`config.mk`:
```
export PLATFORM = sky130hd
export DESIGN_NAME = fdg_alu
export DESIGN_NICKNAME = d
export VERILOG_FILES = /design/src/design/fdg_pkg.sv /design/src/design/fdg_alu.sv
export SDC_FILE = /design/constraint.sdc
export NUM_CORES = 1
export LEC_CHECK = 0
export BUFFER_PORTS_ARGS = -buffer_cell sky130_fd_sc_hd__buf_2
export CORE_UTILIZATION = 35
export DETAILED_ROUTE_END_ITERATION = 10
export GPL_TIMING_DRIVEN = 0
export RECOVER_POWER = 100
export SYNTH_ARGS = -nofsm -noshare
export SYNTH_HDL_FRONTEND = slang
export SYNTH_SLANG_ARGS = --single-unit
```
`constraint.sdc`:
```
create_clock -name vclk -period 29.2
set_input_delay 1.46 -clock vclk [all_inputs]
set_output_delay 1.46 -clock vclk [all_outputs]
set_load 0.01 [all_outputs]
```
`src/design/fdg_pkg.sv`:
```
// Shared types and constants for the feedback delay with glide.
// Used by fdg_alu, fdg_ring, fdg_checker and feedback_delay_with_glide.
`default_nettype none

package fdg_pkg;

	localparam int SAMPLE_W   = 16;
	localparam int LEN_W      = 15;
	localparam int MIX_W      = 7;
	localparam int GAIN_W     = 8;
	localparam int CFG_IDX_W  = 3;
	localparam int CFG_DATA_W = 15;

	localparam int RING_DEPTH_DEF = 32768;
	localparam int ADDR_SPAN      = 65536;

	localparam logic [LEN_W-1:0]  LENGTH_AT_RESET = 15'd13020;
	localparam logic              ENABLE_RST      = 1'b1;
	localparam logic [LEN_W-1:0]  RING_LAST_RST   = 15'd32760;
	localparam logic [LEN_W-1:0]  TARGET_RST      = 15'd16384;
	localparam logic [MIX_W-1:0]  WET_RST         = 7'd16;
	localparam logic [MIX_W-1:0]  FEEDBACK_RST    = 7'd3;
	localparam logic [GAIN_W-1:0] GAIN_RST        = 8'd38;

	localparam logic signed [SAMPLE_W-1:0] SAT_MAX = 16'sh7FFF;
	localparam logic signed [SAMPLE_W-1:0] SAT_MIN = 16'sh8000;

	typedef enum logic [CFG_IDX_W-1:0] {
		CFG_ENABLE    = 3'd0,
		CFG_RING_LAST = 3'd1,
		CFG_TARGET    = 3'd2,
		CFG_WET       = 3'd3,
		CFG_FEEDBACK  = 3'd4,
		CFG_GAIN      = 3'd5
	} cfg_reg_t;

	typedef enum logic [1:0] {
		ALU_REDUCE,
		ALU_BLEND,
		ALU_GAIN,
		ALU_AVG
	} alu_op_t;

	typedef struct packed {
		alu_op_t           op;
		logic [GAIN_W-1:0] coef;
	} alu_ctl_t;

	typedef enum logic [3:0] {
		ST_CLEAR,
		ST_IDLE,
		ST_RDMOD,
		ST_WRMOD,
		ST_TAP,
		ST_FB,
		ST_WET,
		ST_GAIN,
		ST_DONE
	} state_t;

endpackage

`default_nettype wire

```
`src/design/fdg_alu.sv`:
```
// Shared arithmetic unit: modulo compare-subtract step, mix, gain and average.
// Depends on fdg_pkg.
`default_nettype none

module fdg_alu #(
	parameter int RING_DEPTH = fdg_pkg::RING_DEPTH_DEF,
	parameter int SHIFT_W    = 1
) (
	input  fdg_pkg::alu_ctl_t                    ctl,
	input  logic signed [fdg_pkg::SAMPLE_W-1:0]  opa,
	input  logic signed [fdg_pkg::SAMPLE_W-1:0]  opb,
	input  logic [15:0]                          red_val,
	input  logic [SHIFT_W-1:0]                   shift,
	output logic [fdg_pkg::SAMPLE_W-1:0]         res
);

	localparam logic [16:0] Depth17 = 17'(RING_DEPTH);

	logic signed [16:0] mul_a;
	logic signed [8:0]  mul_b;
	logic signed [25:0] prod;
	logic signed [26:0] prod_x;
	logic signed [26:0] scaled;
	logic signed [26:0] sum;
	logic [15:0]        sat_res;
	logic signed [16:0] avg_sum;
	logic [16:0]        red_ext;
	logic [16:0]        red_sub;
	logic [15:0]        red_res;

	always_comb begin
		if (ctl.op == fdg_pkg::ALU_BLEND) begin
			mul_a = $signed({opb[15], opb}) - $signed({opa[15], opa});
		end else begin
			mul_a = 17'(opa);
		end
		mul_b  = $signed({1'b0, ctl.coef});
		prod   = mul_a * mul_b;
		prod_x = 27'(prod);
		if (ctl.op == fdg_pkg::ALU_BLEND) begin
			scaled = prod_x >>> 6;
			sum    = scaled + 27'(opa);
		end else begin
			scaled = prod_x >>> 5;
			sum    = scaled;
		end
		if (sum > 27'sd32767) begin
			sat_res = fdg_pkg::SAT_MAX;
		end else if (sum < -27'sd32768) begin
			sat_res = fdg_pkg::SAT_MIN;
		end else begin
			sat_res = sum[15:0];
		end

		avg_sum = 17'(opa) + 17'(opb);

		red_ext = {1'b0, red_val};
		red_sub = Depth17 << shift;
		if (red_ext >= red_sub) begin
			red_res = 16'(red_ext - red_sub);
		end else begin
			red_res = red_val;
		end

		unique case (ctl.op)
			fdg_pkg::ALU_REDUCE: res = red_res;
			fdg_pkg::ALU_AVG:    res = avg_sum[16:1];
			default:             res = sat_res;
		endcase
	end

endmodule

`default_nettype wire

```
Word level (Yosys, flattened, before mapping)
Index checks and enable logic that the tools add are counted.

Register bits: 0. Bits of input ports: 59. Output and inout bits: 16. Word-level logic and storage cells: 18.

Add/subtract/negate cells: 4. Multipliers: 1. $lt $le $gt $ge: 3. Eq/ne operators: 2. Shift-type cells: 1. Multiplexer cells: 6. Reductions and logical operators: 1.

Operators with widths (count): 2-to-1 mux 16 bit (3); one-hot mux 16 bit (2 select lines) (1); > comparator 27 x 16 -> 1 bit, second input constant (1); < comparator 27 x 16 -> 1 bit, second input constant (1); 2-to-1 mux 27 bit (1); multiplier 17 x 9 -> 26 bit (1); adder 20 x 16 -> 21 bit (1); adder 16 x 16 -> 17 bit (1); >= comparator 16 x 17 -> 1 bit (1); 2-to-1 mux 17 bit (1); << shifter 16 x 1 -> 17 bit, first input constant (1); subtractor 16 x 16 -> 17 bit (1); subtractor 16 bit (1); == test 2 x 1 -> 1 bit, second input constant (1); == test 2 bit, second input constant (1); zero test 2 bit (1).

Longest topological paths before layout
Depth after elaboration: 9. Gate-level depth with buffers: 41. Gate-level depth less buffers: 40.

Worst setup path before layout
Ideal clock, no wire load.

Path kind: input-to-output. Start: input port opb[0] in the netlist's numbering. End: output port res[14] in the netlist's numbering. Arrival time: 10100 ps. Data required time: 27740 ps. Path slack: 17640 ps. Stages on the path: 37. Buffers on the path: 1. Cells stage by stage: inv_1 ha_1 fa_1 nor2b_1 o21ai_1 a21boi_1 o21ai_1 a211o_1 a21o_1 and4b_1 or3_1 a221oi_2 nand2_1 fa_1 inv_1 fa_1 fa_1 inv_1 fa_1 inv_1 ha_1 and2_1 a221o_1 a31oi_2 a211oi_1 or3_1 and2_1 ha_1 clkbuf_1 nand2_1 or4_1 a21o_1 nand3_1 o32ai_2 nor4_4 nor2_2 a221oi_1.

Longest elaborated chain between the ends: 9. Elaborated cells on any way between the ends: 11. Those cells by class: 3 x add/sub; 1 x mul; 2 x order compare; 5 x mux.

Ends and longest elaborated chain: start, declared (RTL line fdg_alu.sv:11) `input logic signed [fdg_pkg::SAMPLE_W-1:0] opb,`; subtractor 16 x 16 -> 17 bit (RTL line fdg_alu.sv:33) `mul_a = $signed({opb[15], opb}) - $signed({opa[15], opa});`; 2-to-1 mux 17 bit (RTL line fdg_alu.sv:32) `if (ctl.op == fdg_pkg::ALU_BLEND) begin`; multiplier 17 x 9 -> 26 bit (RTL line fdg_alu.sv:38) `prod = mul_a * mul_b;`; adder 20 x 16 -> 21 bit (RTL line fdg_alu.sv:42) `sum = scaled + 27'(opa);`; 2-to-1 mux 27 bit (RTL line fdg_alu.sv:40) `if (ctl.op == fdg_pkg::ALU_BLEND) begin`; < comparator 27 x 16 -> 1 bit (RTL line fdg_alu.sv:49) `end else if (sum < -27'sd32768) begin`; 2-to-1 mux 16 bit (RTL line fdg_alu.sv:49); 2-to-1 mux 16 bit (RTL line fdg_alu.sv:47) `if (sum > 27'sd32767) begin`; one-hot mux 16 bit (2 select lines) (*) (RTL line fdg_alu.sv:65) `unique case (ctl.op)`; end, declared (RTL line fdg_alu.sv:14) `output logic [fdg_pkg::SAMPLE_W-1:0] res`.

Every way passes the cells marked *; elsewhere a longest branch is shown, timed or not.

Worst setup path in the final report
Start: input port opa[1] in the netlist's numbering. End: output port res[4] in the netlist's numbering.

Longest elaborated chain between the ends: 9. Elaborated cells on any way between the ends: 11. Those cells by class: 3 x add/sub; 1 x mul; 2 x order compare; 5 x mux.

Ends and longest elaborated chain: start, declared (RTL line fdg_alu.sv:10) `input logic signed [fdg_pkg::SAMPLE_W-1:0] opa,`; subtractor 16 x 16 -> 17 bit (RTL line fdg_alu.sv:33); 2-to-1 mux 17 bit (RTL line fdg_alu.sv:32); multiplier 17 x 9 -> 26 bit (RTL line fdg_alu.sv:38); adder 20 x 16 -> 21 bit (RTL line fdg_alu.sv:42); 2-to-1 mux 27 bit (RTL line fdg_alu.sv:40); < comparator 27 x 16 -> 1 bit (RTL line fdg_alu.sv:49); 2-to-1 mux 16 bit (RTL line fdg_alu.sv:49); 2-to-1 mux 16 bit (RTL line fdg_alu.sv:47); one-hot mux 16 bit (2 select lines) (*) (RTL line fdg_alu.sv:65).

Marked as above.

==> results.md <==
* Clock buffers at 0
* Most common cell on crit path: fa_1
* Postcts setup bufs at 0
* Final min period at 15.28 ns
* Largest cells by area after synthesis: fa_1 (25%), ha_1 (15%), inv_1 (7.8%)
* Antenna violations before repair at 0
* Max-cap viol count at 2
* F_max at 65.4 MHz
* Largest net degree at the start of global routing at 11
* Delay of the slowest critical-path stage at 1.61 ns
* CP Capture Type: output port
* Post-DP HPWL at 21600 µm
* GRT Total Usage at 19.8%
* GR Util met1 at 28.0%
* YS warnings at 0
* DRT Pass-1 Iters at 6
* Synth top area share at 25.3%
* Area grow syn2layout at 8.19%
* Port bufs at 69
* Startpoint Class: primary input
* Final Hold Viols at 0
* Worst path top cell family by delay: compound AO/OA/AOI/OAI gates
* Cell Rows at 57
* Share of post-route cells with drive strength above 1 at 8.69%
* Synth cell types at 87
* Crit path buf inv count at 5
* Total wire length at 25200 µm
* Total grt overflow at 0
* Via density at 5.32
* Most frequent cells after synthesis: inv_1 (183), nand2_1 (112), fa_1 (111)
* First-pass GRT wire length at 41500 µm
* Post-Syn Instances at 1128
* Via count at 8094
* Kind of critical path: primary input to output port
* Post-Syn Area at 8790 µm²
* Vias in the first global route at 8000
* GP Congestion at 0.872
* Io pins at 75
* Critical-path top delay cell: nor4_1
* Largest area contributor in the synthesized netlist: fa_1
* Drt drc at 0
* Register area share after synthesis at 0%
* Max Slew Vio Count at 20
* Post-DRT Antenna Nets at 0
* WP data required at 27.74 ns
* Post-Syn Nets at 1403
* Final setup viols at 0
* Slew margin rel. at -35.3%
* Worst Path Arrival at 13.82 ns
* Failing checks: capacitance limit, slew limit
* Worst-margin pin slew at 2.01 ns
* Met3 GRT Util at 0.439%
* Die width at 160 µm
* Core Region at 24500 µm²
* Wire per inst at 16.6 µm
* Unrepaired setup endpoints after global routing: false
* Hold_buf cts at 0
* GR peak layer: met2
* Post-CTS Resized at 0
* DRT iter0 DRCs at 426
* WHS Path Cells at 4
* Avg Inst Size Synth at 7.79 µm²
* CP Depth at 35
* Setup TNS at 0 ns
* Hold WC Path Type: primary input to output port
* Initial Utilization at 35.9%
* Seq_cells at 0
* Most common cell in the netlist: inv_1
* Nets at 1474
* Register area at 0 µm²
* Worst Path Max Fanout at 10
* Die area at 25700 µm²
* Outcome: finished, violations left
* ANT cells at 0
* Met2 GRT Util at 34.3%
* Crit share post-route at 52.3%
* Die Y at 160 µm
==> path summary, 6_finish.rpt <==
check | startpoint | endpoint | slack, ns
max | opa[1] | res[4] | 13.92
min | red_val[3] | res[3] | 3.33
==> cell families (layout without fill, tap and decap cells) <==
| family | count (synthesis) | count (layout) | synth area share [%] |
|---|---|---|---|
| AND/OR/NAND/NOR | 366 | 366 | 21.6 |
| buffers and inverters | 230 | 299 | 10.7 |
| adder cells (fa/ha/maj) | 216 | 216 | 40.2 |
| AO/OA/AOI/OAI | 249 | 249 | 20.5 |
| XOR/XNOR | 54 | 54 | 5.47 |
| multiplexers | 13 | 13 | 1.52 |
==> per-layer routing <==
metal	part of all wire (%)	wire (µm)
met2	48	12100
met5	0	0
met4	1.4	354
met3	3.4	857
met1	47	11900
==> layout by cell type (no fill, tap or decap), types with 5 or more instances in the layout <==
| cell type | synthesis | final |
|---|---|---|
| ha_1 | 105 | 105 |
| inv_1 | 183 | 183 |
| and2_1 | 48 | 48 |
| or4_1 | 9 | 9 |
| nand2b_1 | 31 | 31 |
| nor2b_1 | 29 | 29 |
| nand2_1 | 112 | 112 |
| buf_2 | 0 | 63 |
| o22ai_1 | 5 | 5 |
| o21ai_1 | 13 | 8 |
| nor3_1 | 19 | 19 |
| o21ai_0 | 26 | 31 |
| nor4_1 | 4 | 5 |
| fa_1 | 111 | 111 |
| xor2_1 | 15 | 15 |
| nand3_1 | 20 | 20 |
| mux2i_1 | 10 | 10 |
| xnor2_1 | 38 | 38 |
| o21a_1 | 6 | 6 |
| a22oi_1 | 5 | 5 |
| o311a_1 | 5 | 5 |
| o211ai_1 | 8 | 8 |
| clkbuf_1 | 30 | 36 |
| a31oi_1 | 17 | 18 |
| a221oi_1 | 14 | 14 |
| and3_1 | 11 | 11 |
| o31a_1 | 5 | 5 |
| o21bai_1 | 7 | 7 |
| a211oi_1 | 7 | 7 |
| or3_1 | 10 | 10 |
| nor2_1 | 49 | 50 |
| a21o_1 | 14 | 14 |
| a21oi_1 | 57 | 57 |
==> cell type report <==
class                      count  area, µm²
fill                        2556      15000
multi-input combinational    898       7830
buffer                        44        239
tap                          324        405
timing repair buffer          69        338
inverter                     186        698
==> stage by stage <==
| step | instance area (µm²) | utilization, % | std cells | setup WS, ns | hold WS, ns |
|---|---|---|---|---|---|
| 6_report | 9510 | 38.9 | 1521 | 13.92 | 3.33 |
| 5_1_grt | 9510 | 38.9 | 1521 | 12.74 | 3.35 |
| 4_1_cts | 9550 | 39.0 | 1521 | 16.03 | 3.32 |
| 3_5_place_dp | 9550 | 39.0 | 1521 | 16.06 | 3.32 |
| 3_3_place_gp | 9540 | 39.0 | 1521 | 15.73 | 3.32 |
| 2_1_floorplan | 8790 | - | 1128 | 17.64 | 3.14 |
Power is left out: the tool's default activity adds up to more than one toggle a clock period on the data nets, which glitch-free logic cannot reach.
